--- src/sv/sfr_pkg.sv ---
// Shared types and constants for the serial frame receiver.
// No dependencies; imported by every module of the block.
`timescale 1ns / 1ps

package sfr_pkg;

    // Receive buffer size; frames longer than this are rejected.
    localparam int BUFFER_BYTES = 256;

    // Framing bytes.
    localparam logic [7:0] START_BYTE = 8'h01;
    localparam logic [7:0] END_BYTE   = 8'h04;

    // Largest payload length that still fits the buffer (length + 7 <= buffer).
    localparam logic [8:0] LEN_LIMIT = 9'(BUFFER_BYTES - 7);

    // Result status codes.
    localparam logic [1:0] ST_ACCEPT   = 2'd0;
    localparam logic [1:0] ST_REJECT   = 2'd1;
    localparam logic [1:0] ST_COMPLETE = 2'd2;

    // Classification of one received byte, decided by the front end.
    typedef enum logic [1:0] {
        K_BYTE    = 2'd0,
        K_PAYLOAD = 2'd1,
        K_REJECT  = 2'd2,
        K_DONE    = 2'd3
    } kind_t;

    // One classified byte as it travels from front end to back end.
    typedef struct packed {
        kind_t      kind;
        logic [7:0] data;
        logic [7:0] index;
        logic [7:0] id;
        logic [7:0] cmd;
        logic [7:0] len;
    } frame_rec_t;

endpackage

--- src/sv/sfr_front.sv ---
// Front end: frame position tracking, checksum and byte classification.
// Depends on sfr_pkg.
`timescale 1ns / 1ps

module sfr_front (
    input  logic                clk,
    input  logic                rst_n,
    input  logic                rx_valid,
    output logic                rx_ready,
    input  logic [7:0]          rx_byte,
    output logic                push,
    output sfr_pkg::frame_rec_t push_rec,
    input  logic                q_full
);
    import sfr_pkg::*;

    logic [7:0]  pos_reg,  pos_next;
    logic [7:0]  id_reg,   id_next;
    logic [7:0]  cmd_reg,  cmd_next;
    logic [7:0]  len_reg,  len_next;
    logic [15:0] sum_reg,  sum_next;
    logic [7:0]  sum_hi_reg, sum_hi_next;

    logic [8:0]  pos_w;
    logic [8:0]  len_p4;
    logic [8:0]  len_p5;
    logic [8:0]  len_p6;
    logic        oversize;
    logic [15:0] sum_add;
    kind_t       kind;

    assign rx_ready = !q_full;
    assign push     = rx_valid && rx_ready;

    assign pos_w    = {1'b0, pos_reg};
    assign len_p4   = {1'b0, len_reg} + 9'd4;
    assign len_p5   = {1'b0, len_reg} + 9'd5;
    assign len_p6   = {1'b0, len_reg} + 9'd6;
    assign oversize = {1'b0, len_reg} > LEN_LIMIT;
    assign sum_add  = sum_reg + {8'd0, rx_byte};

    // Classify the byte against the current frame position
    always_comb
    begin
        kind        = K_BYTE;
        pos_next    = pos_reg + 8'd1;
        id_next     = id_reg;
        cmd_next    = cmd_reg;
        len_next    = len_reg;
        sum_next    = sum_reg;
        sum_hi_next = sum_hi_reg;

        if (pos_reg == 8'd0)
        begin
            if (rx_byte == START_BYTE)
                sum_next = 16'd0;
            else
                kind = K_REJECT;
        end
        else if (pos_reg < 8'd4)
        begin
            case (pos_reg[1:0])
                2'd1:    id_next  = rx_byte;
                2'd2:    cmd_next = rx_byte;
                default: len_next = rx_byte;
            endcase
            sum_next = sum_add;
        end
        else if (oversize)
        begin
            kind = K_REJECT;
        end
        else if (pos_w < len_p4)
        begin
            kind     = K_PAYLOAD;
            sum_next = sum_add;
        end
        else if (pos_w == len_p4)
        begin
            sum_hi_next = rx_byte;
        end
        else if (pos_w == len_p5)
        begin
            if ({sum_hi_reg, rx_byte} != sum_reg)
                kind = K_REJECT;
        end
        else if (pos_w == len_p6 && rx_byte == END_BYTE)
        begin
            kind = K_DONE;
        end
        else
        begin
            kind = K_REJECT;
        end

        // Any status other than a plain accept restarts the parser
        if (kind == K_REJECT || kind == K_DONE)
            pos_next = 8'd0;
    end

    // Build the record pushed into the queue
    always_comb
    begin
        push_rec.kind  = kind;
        push_rec.data  = rx_byte;
        push_rec.index = pos_reg - 8'd4;
        push_rec.id    = id_reg;
        push_rec.cmd   = cmd_reg;
        push_rec.len   = len_reg;
    end

    // Advance parser state on every accepted beat
    always_ff @(posedge clk or negedge rst_n)
    begin
        if (!rst_n)
        begin
            pos_reg    <= 8'd0;
            id_reg     <= 8'd0;
            cmd_reg    <= 8'd0;
            len_reg    <= 8'd0;
            sum_reg    <= 16'd0;
            sum_hi_reg <= 8'd0;
        end
        else if (push)
        begin
            pos_reg    <= pos_next;
            id_reg     <= id_next;
            cmd_reg    <= cmd_next;
            len_reg    <= len_next;
            sum_reg    <= sum_next;
            sum_hi_reg <= sum_hi_next;
        end
    end

endmodule

--- src/sv/sfr_queue.sv ---
// Two-entry queue of classified bytes between front end and back end.
// Depends on sfr_pkg.
`timescale 1ns / 1ps

module sfr_queue (
    input  logic                clk,
    input  logic                rst_n,
    input  logic                push,
    input  sfr_pkg::frame_rec_t push_rec,
    output logic                full,
    output logic                not_empty,
    input  logic                pop,
    output sfr_pkg::frame_rec_t pop_rec
);
    import sfr_pkg::*;

    frame_rec_t  mem [2];
    logic        wr_ptr_reg, wr_ptr_next;
    logic        rd_ptr_reg, rd_ptr_next;
    logic [1:0]  count_reg,  count_next;

    assign full      = count_reg == 2'd2;
    assign not_empty = count_reg != 2'd0;
    assign pop_rec   = mem[rd_ptr_reg];

    // Pointer and occupancy update
    always_comb
    begin
        wr_ptr_next = push ? !wr_ptr_reg : wr_ptr_reg;
        rd_ptr_next = pop  ? !rd_ptr_reg : rd_ptr_reg;
        count_next  = count_reg + {1'b0, push} - {1'b0, pop};
    end

    always_ff @(posedge clk or negedge rst_n)
    begin
        if (!rst_n)
        begin
            wr_ptr_reg <= 1'b0;
            rd_ptr_reg <= 1'b0;
            count_reg  <= 2'd0;
        end
        else
        begin
            wr_ptr_reg <= wr_ptr_next;
            rd_ptr_reg <= rd_ptr_next;
            count_reg  <= count_next;
        end
    end

    // Store the pushed record
    always_ff @(posedge clk)
    begin
        if (push)
            mem[wr_ptr_reg] <= push_rec;
    end

endmodule

--- src/sv/sfr_back.sv ---
// Back end: turns classified bytes into result beats in an output register.
// Depends on sfr_pkg.
`timescale 1ns / 1ps

module sfr_back (
    input  logic                clk,
    input  logic                rst_n,
    input  logic                q_not_empty,
    input  sfr_pkg::frame_rec_t q_rec,
    output logic                pop,
    output logic                res_valid,
    input  logic                res_ready,
    output logic [1:0]          status,
    output logic [7:0]          frame_id,
    output logic [7:0]          frame_cmd,
    output logic [7:0]          frame_len,
    output logic                payload_valid,
    output logic [7:0]          payload_byte,
    output logic [7:0]          payload_index
);
    import sfr_pkg::*;

    logic       valid_reg;
    logic [1:0] status_reg, status_next;
    logic [7:0] id_reg,     id_next;
    logic [7:0] cmd_reg,    cmd_next;
    logic [7:0] len_reg,    len_next;
    logic       pv_reg,     pv_next;
    logic [7:0] pbyte_reg,  pbyte_next;
    logic [7:0] pidx_reg,   pidx_next;

    // Take a new record whenever the output slot is free or being drained
    assign pop = q_not_empty && (!valid_reg || res_ready);

    // Format the result fields from the record kind
    always_comb
    begin
        status_next = ST_ACCEPT;
        id_next     = 8'd0;
        cmd_next    = 8'd0;
        len_next    = 8'd0;
        pv_next     = 1'b0;
        pbyte_next  = 8'd0;
        pidx_next   = 8'd0;
        case (q_rec.kind)
            K_PAYLOAD:
            begin
                pv_next    = 1'b1;
                pbyte_next = q_rec.data;
                pidx_next  = q_rec.index;
            end
            K_REJECT:
            begin
                status_next = ST_REJECT;
            end
            K_DONE:
            begin
                status_next = ST_COMPLETE;
                id_next     = q_rec.id;
                cmd_next    = q_rec.cmd;
                len_next    = q_rec.len;
            end
            default:
            begin
                status_next = ST_ACCEPT;
            end
        endcase
    end

    // Output valid flag
    always_ff @(posedge clk or negedge rst_n)
    begin
        if (!rst_n)
            valid_reg <= 1'b0;
        else if (pop)
            valid_reg <= 1'b1;
        else if (res_ready)
            valid_reg <= 1'b0;
    end

    // Output payload, loaded on pop
    always_ff @(posedge clk)
    begin
        if (pop)
        begin
            status_reg <= status_next;
            id_reg     <= id_next;
            cmd_reg    <= cmd_next;
            len_reg    <= len_next;
            pv_reg     <= pv_next;
            pbyte_reg  <= pbyte_next;
            pidx_reg   <= pidx_next;
        end
    end

    assign res_valid     = valid_reg;
    assign status        = status_reg;
    assign frame_id      = id_reg;
    assign frame_cmd     = cmd_reg;
    assign frame_len     = len_reg;
    assign payload_valid = pv_reg;
    assign payload_byte  = pbyte_reg;
    assign payload_index = pidx_reg;

endmodule

--- src/sv/serial_frame_receiver_core.sv ---
// Top level of the serial frame receiver: front end, queue and back end.
// Depends on sfr_pkg, sfr_front, sfr_queue and sfr_back.
//
// Usage:
//   Received bytes enter on rx_byte with rx_valid/rx_ready; one result beat
//   leaves per byte on res_valid/res_ready with status, frame header fields
//   and the payload byte with its index.
//   status 0 means the byte was taken, 1 that the frame was dropped and the
//   parser restarted, 2 that a frame with a good checksum and end byte has
//   finished; frame_id, frame_cmd and frame_len are nonzero only then.
//   Payload bytes are streamed as they arrive; drop them unless status 2
//   follows for the same frame.
//   Throughput: one byte per cycle while rx_ready is high, set by the combinational
//   checksum add and position compare in the front end.
//   An accepted byte is written into the two-entry queue and then into the
//   output register, from which its result beat leaves.
//   A stalled res_ready fills the output register and then the queue; rx_ready
//   drops only when the queue is full, and no beat is lost.
//   Reset clears the parser to the idle position and empties queue and output.
`timescale 1ns / 1ps

module serial_frame_receiver_core (
    input  logic       clk,
    input  logic       rst_n,
    input  logic       rx_valid,
    output logic       rx_ready,
    input  logic [7:0] rx_byte,
    output logic       res_valid,
    input  logic       res_ready,
    output logic [1:0] status,
    output logic [7:0] frame_id,
    output logic [7:0] frame_cmd,
    output logic [7:0] frame_len,
    output logic       payload_valid,
    output logic [7:0] payload_byte,
    output logic [7:0] payload_index
);
    import sfr_pkg::*;

    logic       push;
    logic       pop;
    logic       q_full;
    logic       q_not_empty;
    frame_rec_t push_rec;
    frame_rec_t pop_rec;

    // Classify incoming beats
    sfr_front u_front (
        .clk      (clk),
        .rst_n    (rst_n),
        .rx_valid (rx_valid),
        .rx_ready (rx_ready),
        .rx_byte  (rx_byte),
        .push     (push),
        .push_rec (push_rec),
        .q_full   (q_full)
    );

    // Decouple front and back
    sfr_queue u_queue (
        .clk       (clk),
        .rst_n     (rst_n),
        .push      (push),
        .push_rec  (push_rec),
        .full      (q_full),
        .not_empty (q_not_empty),
        .pop       (pop),
        .pop_rec   (pop_rec)
    );

    // Produce result beats
    sfr_back u_back (
        .clk           (clk),
        .rst_n         (rst_n),
        .q_not_empty   (q_not_empty),
        .q_rec         (pop_rec),
        .pop           (pop),
        .res_valid     (res_valid),
        .res_ready     (res_ready),
        .status        (status),
        .frame_id      (frame_id),
        .frame_cmd     (frame_cmd),
        .frame_len     (frame_len),
        .payload_valid (payload_valid),
        .payload_byte  (payload_byte),
        .payload_index (payload_index)
    );

endmodule

--- config.mk ---
export PLATFORM = sky130hd
export DESIGN_NAME = serial_frame_receiver_core
export DESIGN_NICKNAME = d
export VERILOG_FILES = /design/src/sv/sfr_pkg.sv /design/src/sv/sfr_front.sv /design/src/sv/sfr_queue.sv /design/src/sv/sfr_back.sv /design/src/sv/serial_frame_receiver_core.sv
export SDC_FILE = /design/constraint.sdc
export NUM_CORES = 1
export LEC_CHECK = 0
export BUFFER_PORTS_ARGS = -buffer_cell sky130_fd_sc_hd__clkbuf_2
export CORE_ASPECT_RATIO = 1.4
export CORE_MARGIN = 2
export CORE_UTILIZATION = 30
export DETAILED_ROUTE_END_ITERATION = 10
export GPL_TIMING_DRIVEN = 0
export SYNTH_ARGS = -nofsm -noshare
export SYNTH_HDL_FRONTEND = slang
export SYNTH_SLANG_ARGS = --single-unit
--- constraint.sdc ---
create_clock -name clk -period 3.75 [get_ports clk]
set_clock_uncertainty 0.05 [all_clocks]
set_input_delay 0.375 -clock clk [delete_from_list [all_inputs] [get_ports clk]]
set_output_delay 0.375 -clock clk [all_outputs]
set_load 0.1 [all_outputs]
==> flow_metrics.tcl <==
set metrics [dict create \
    antenna_found_initial 0 \
    ys_seq_elements 188 \
    clockPowerShare_pct 21.1 \
    swShare_pct 44.2 \
    fin_util_pct 35.6 \
    drc 0 \
    power_density_nw_per_um2 826 \
    die_w_um 148 \
    critical-path-max-stage-delay_ps 570 \
    crit_buf_inv 3 \
    synth_area_per_cell_sq_um 12.9 \
    yosysTopAreaCellShare_pct 43.8 \
    slew_headroom_pct 34.9 \
    num_vias 5459 \
    fmax_mhz 291 \
    yosys.area_share.simple_pct 11.4 \
    synthTopCellsByArea "edfxtp_1, dfrtp_1, mux2i_1, ha_1, mux2_2" \
    die-area_sq_um 30400 \
    yosysWarnings 0 \
    drive_gt1_share_pct 19.5 \
    fin_crit_sh_pct 91.8 \
    drt-wirelength-per-cell_um 16.4 \
    finalSetupTns_ps 0 \
    ios 57 \
    p_int_uw 4670 \
    synth_most_common_cell "edfxtp_1" \
    p_switching_uw 3710 \
    grt_pass1_wl_um 29900 \
    asyncSetResetFlopFracSynth_pct 32.4 \
    layout_setup_ws_ps 309 \
    leakage_uw 0.00409 \
    fin_nets 798 \
    diodes 0 \
    synth-edff-count 127 \
    yosysTopAreaCell "edfxtp_1" \
    start_util_pct 30.5 \
    syn2layout_area_growth_pct 16.6 \
    synthMuxAreaShare_pct 8.93 \
    numClockSinks 188 \
    cts_max_level 4 \
    critical_path.cell_chain "ha_1, buf_2, nand3_1, xor2_1, ha_1, a22o_1, nor4_1, a32oi_1, and3_4, buf_6, clkbuf_1, o311ai_0, nand2_1" \
    cts_tree "done" \
    post-cts-setup-buffers 0 \
    synth_seq_area_share_pct 61.3 \
    avgViaCountPerCell 4.78 \
    synth_cell_types 61 \
    clk_latency_ps 440 \
    drt-pass1-iter-count 5 \
    crit_required_ps 4010 \
    grt_pass1_vias 5453 \
    syn_inst 673 \
    gp_congestion 0.868 \
    critPathKind "flop to flop" \
    hold_viol 0 \
    synthesis.nets 718 \
    synth-xor-area-share_pct 3.52 \
    drv_slew 0 \
    synth_top_family_by_area "simple AND/OR/NAND/NOR gates" \
    dp_hpwl_um 13300 \
    crit_family "compound AO/OA/AOI/OAI gates" \
    status "finished, final reports clean" \
    clk_pin_slew_worst_paths_ps 70 \
    portBuffers 56 \
    tightest_slew_ps 977 \
    clockBufferDepth 2 \
    synth_compound_area_share_pct 7.12 \
    cap_violations 0 \
    ir_drop_mv 0.321 \
    crit_path_frequent_cell "ha_1" \
    dp_slack_ps 330 \
    antenna_left 0 \
    cp_slowest_cell "dfrtp_1" \
    yosys-top-cells-count "edfxtp_1, dfrtp_1, nor2_1, mux2i_1, ha_1" \
    synth_fa_ha_area_share_pct 4.83 \
    worst_setup_path_start_kind "flop" \
    chipHeight_um 206 \
    grt_max_degree 59 \
    end_kind "flop" \
    rsz0062_at_grt "false" \
    overflow 0 \
    largest_reg_flops 84 \
    setup_viol 0 \
    syn_area_sq_um 8700 \
    cts_buffers 17 \
    post-route-min-period_ps 3440 \
    hp-class "input port to flop" \
    pwr-share-comb_pct 41.9 \
    cts-root-buf "clkbuf_16" \
    coreArea_sq_um 28500 \
    arrival_ps 3700 \
    row_count 73 \
    synthFlopType "edfxtp_1" \
    grt_util_all_layers_pct 12.9 \
    drtIter0Drc 366 \
    path_max_fanout 10 \
    wl_um 18800 \
    seqPwrFrac_pct 37.1 \
]
## cell families after synthesis
group	after synthesis
and+or+nand+nor	195
DFF	188
AOI/OAI and AO/OA	93
muxes	74
buffers and inverters	55
xor gates and xnor gates	35
adders and majority gates	33
## through the flow
stage	std cells	hold slack (ps)	instance area (sq um)	power (uW)
global placement	1104	394	9460	6610
detailed placement	1108	166	9560	6690
finish	1141	95.4	10100	8380
CTS	1141	81.7	10100	8470
floorplan	673	29.4	8710	5920
global route	1141	97.6	10100	8800
## repair_timing
action                                 CTS  global route
hold buffers                             1             0
resized for setup                        0             0
endpoints found under the hold margin   61             0
## final timing paths
path	start	to	cells after the start	slack, ps
worst max-delay path	u_front.len_reg[2]	u_front.sum_reg[15]	13	310
worst min-delay path	res_ready	u_back.res_valid	2	100
worst max register to register	u_front.len_reg[2]	u_front.sum_reg[15]	13	310
worst min register to register	u_front.id_reg[5]	u_queue.mem[1][21]	0	420
max in group asynchronous	rst_n	u_front.pos_reg[0]	3	2880
min in group asynchronous	rst_n	u_back.res_valid	2	260
## cell usage in the layout (no fill, tap or decap), types with 5 or more instances in the layout
cell type | Yosys | routed
mux2i_1 | 45 | 45
clkbuf_1 | 12 | 15
or3_1 | 8 | 8
nand4_1 | 9 | 9
and3_1 | 10 | 9
and2_1 | 5 | 5
inv_1 | 23 | 23
clkbuf_16 | 0 | 17
clkbuf_2 | 0 | 55
o31ai_1 | 5 | 5
dfrtp_1 | 61 | 61
xnor2_1 | 22 | 22
nor3_1 | 12 | 12
ha_1 | 32 | 32
nand2b_1 | 5 | 5
nand3_1 | 21 | 21
o21ai_0 | 22 | 22
nor2b_1 | 6 | 6
or2_2 | 7 | 7
o41ai_1 | 7 | 7
edfxtp_1 | 127 | 127
mux2_2 | 29 | 29
nand2_1 | 31 | 31
nor4_1 | 8 | 8
a21oi_1 | 25 | 24
o211ai_1 | 5 | 5
buf_2 | 11 | 11
nor2_1 | 59 | 58
xor2_1 | 13 | 13
## cell type report
type	count	area, sq um
buffer	32	160
clock buffer	20	437
clock inverter	12	138
fill	2793	18300
inverter	23	86.3
multi-input combinational	430	3140
sequential	188	5340
tap	375	469
timing repair buffer	61	380
## worst register-to-register path: stages (launching register included)
cell and delay [ps]:
dfrtp_1 570, ha_1 210, buf_2 190, nand3_1 110
xor2_1 150, ha_1 310, a22o_1 220, nor4_1 270
a32oi_1 170, and3_4 230, buf_6 130, clkbuf_1 250
o311ai_0 380, nand2_1 90
## power by group through the flow
stage          Sequential [uW]  Combinational (uW)  Clock (uW)
4_1_cts                   3110                3540        1810
3_3_place_gp              3160                3450           0
2_1_floorplan             4570                1360           0
5_1_grt                   3160                3750        1890
3_5_place_dp              3150                3530           0
6_report                  3110                3510        1770
## metal layers
layer	track usage (%)	routed length (um)
met1	14.8	7710
met2	23.1	9930
met3	2.24	558
met4	6.63	565
met5	0	0
No activity file was read; power rests on OpenSTA's default activity.
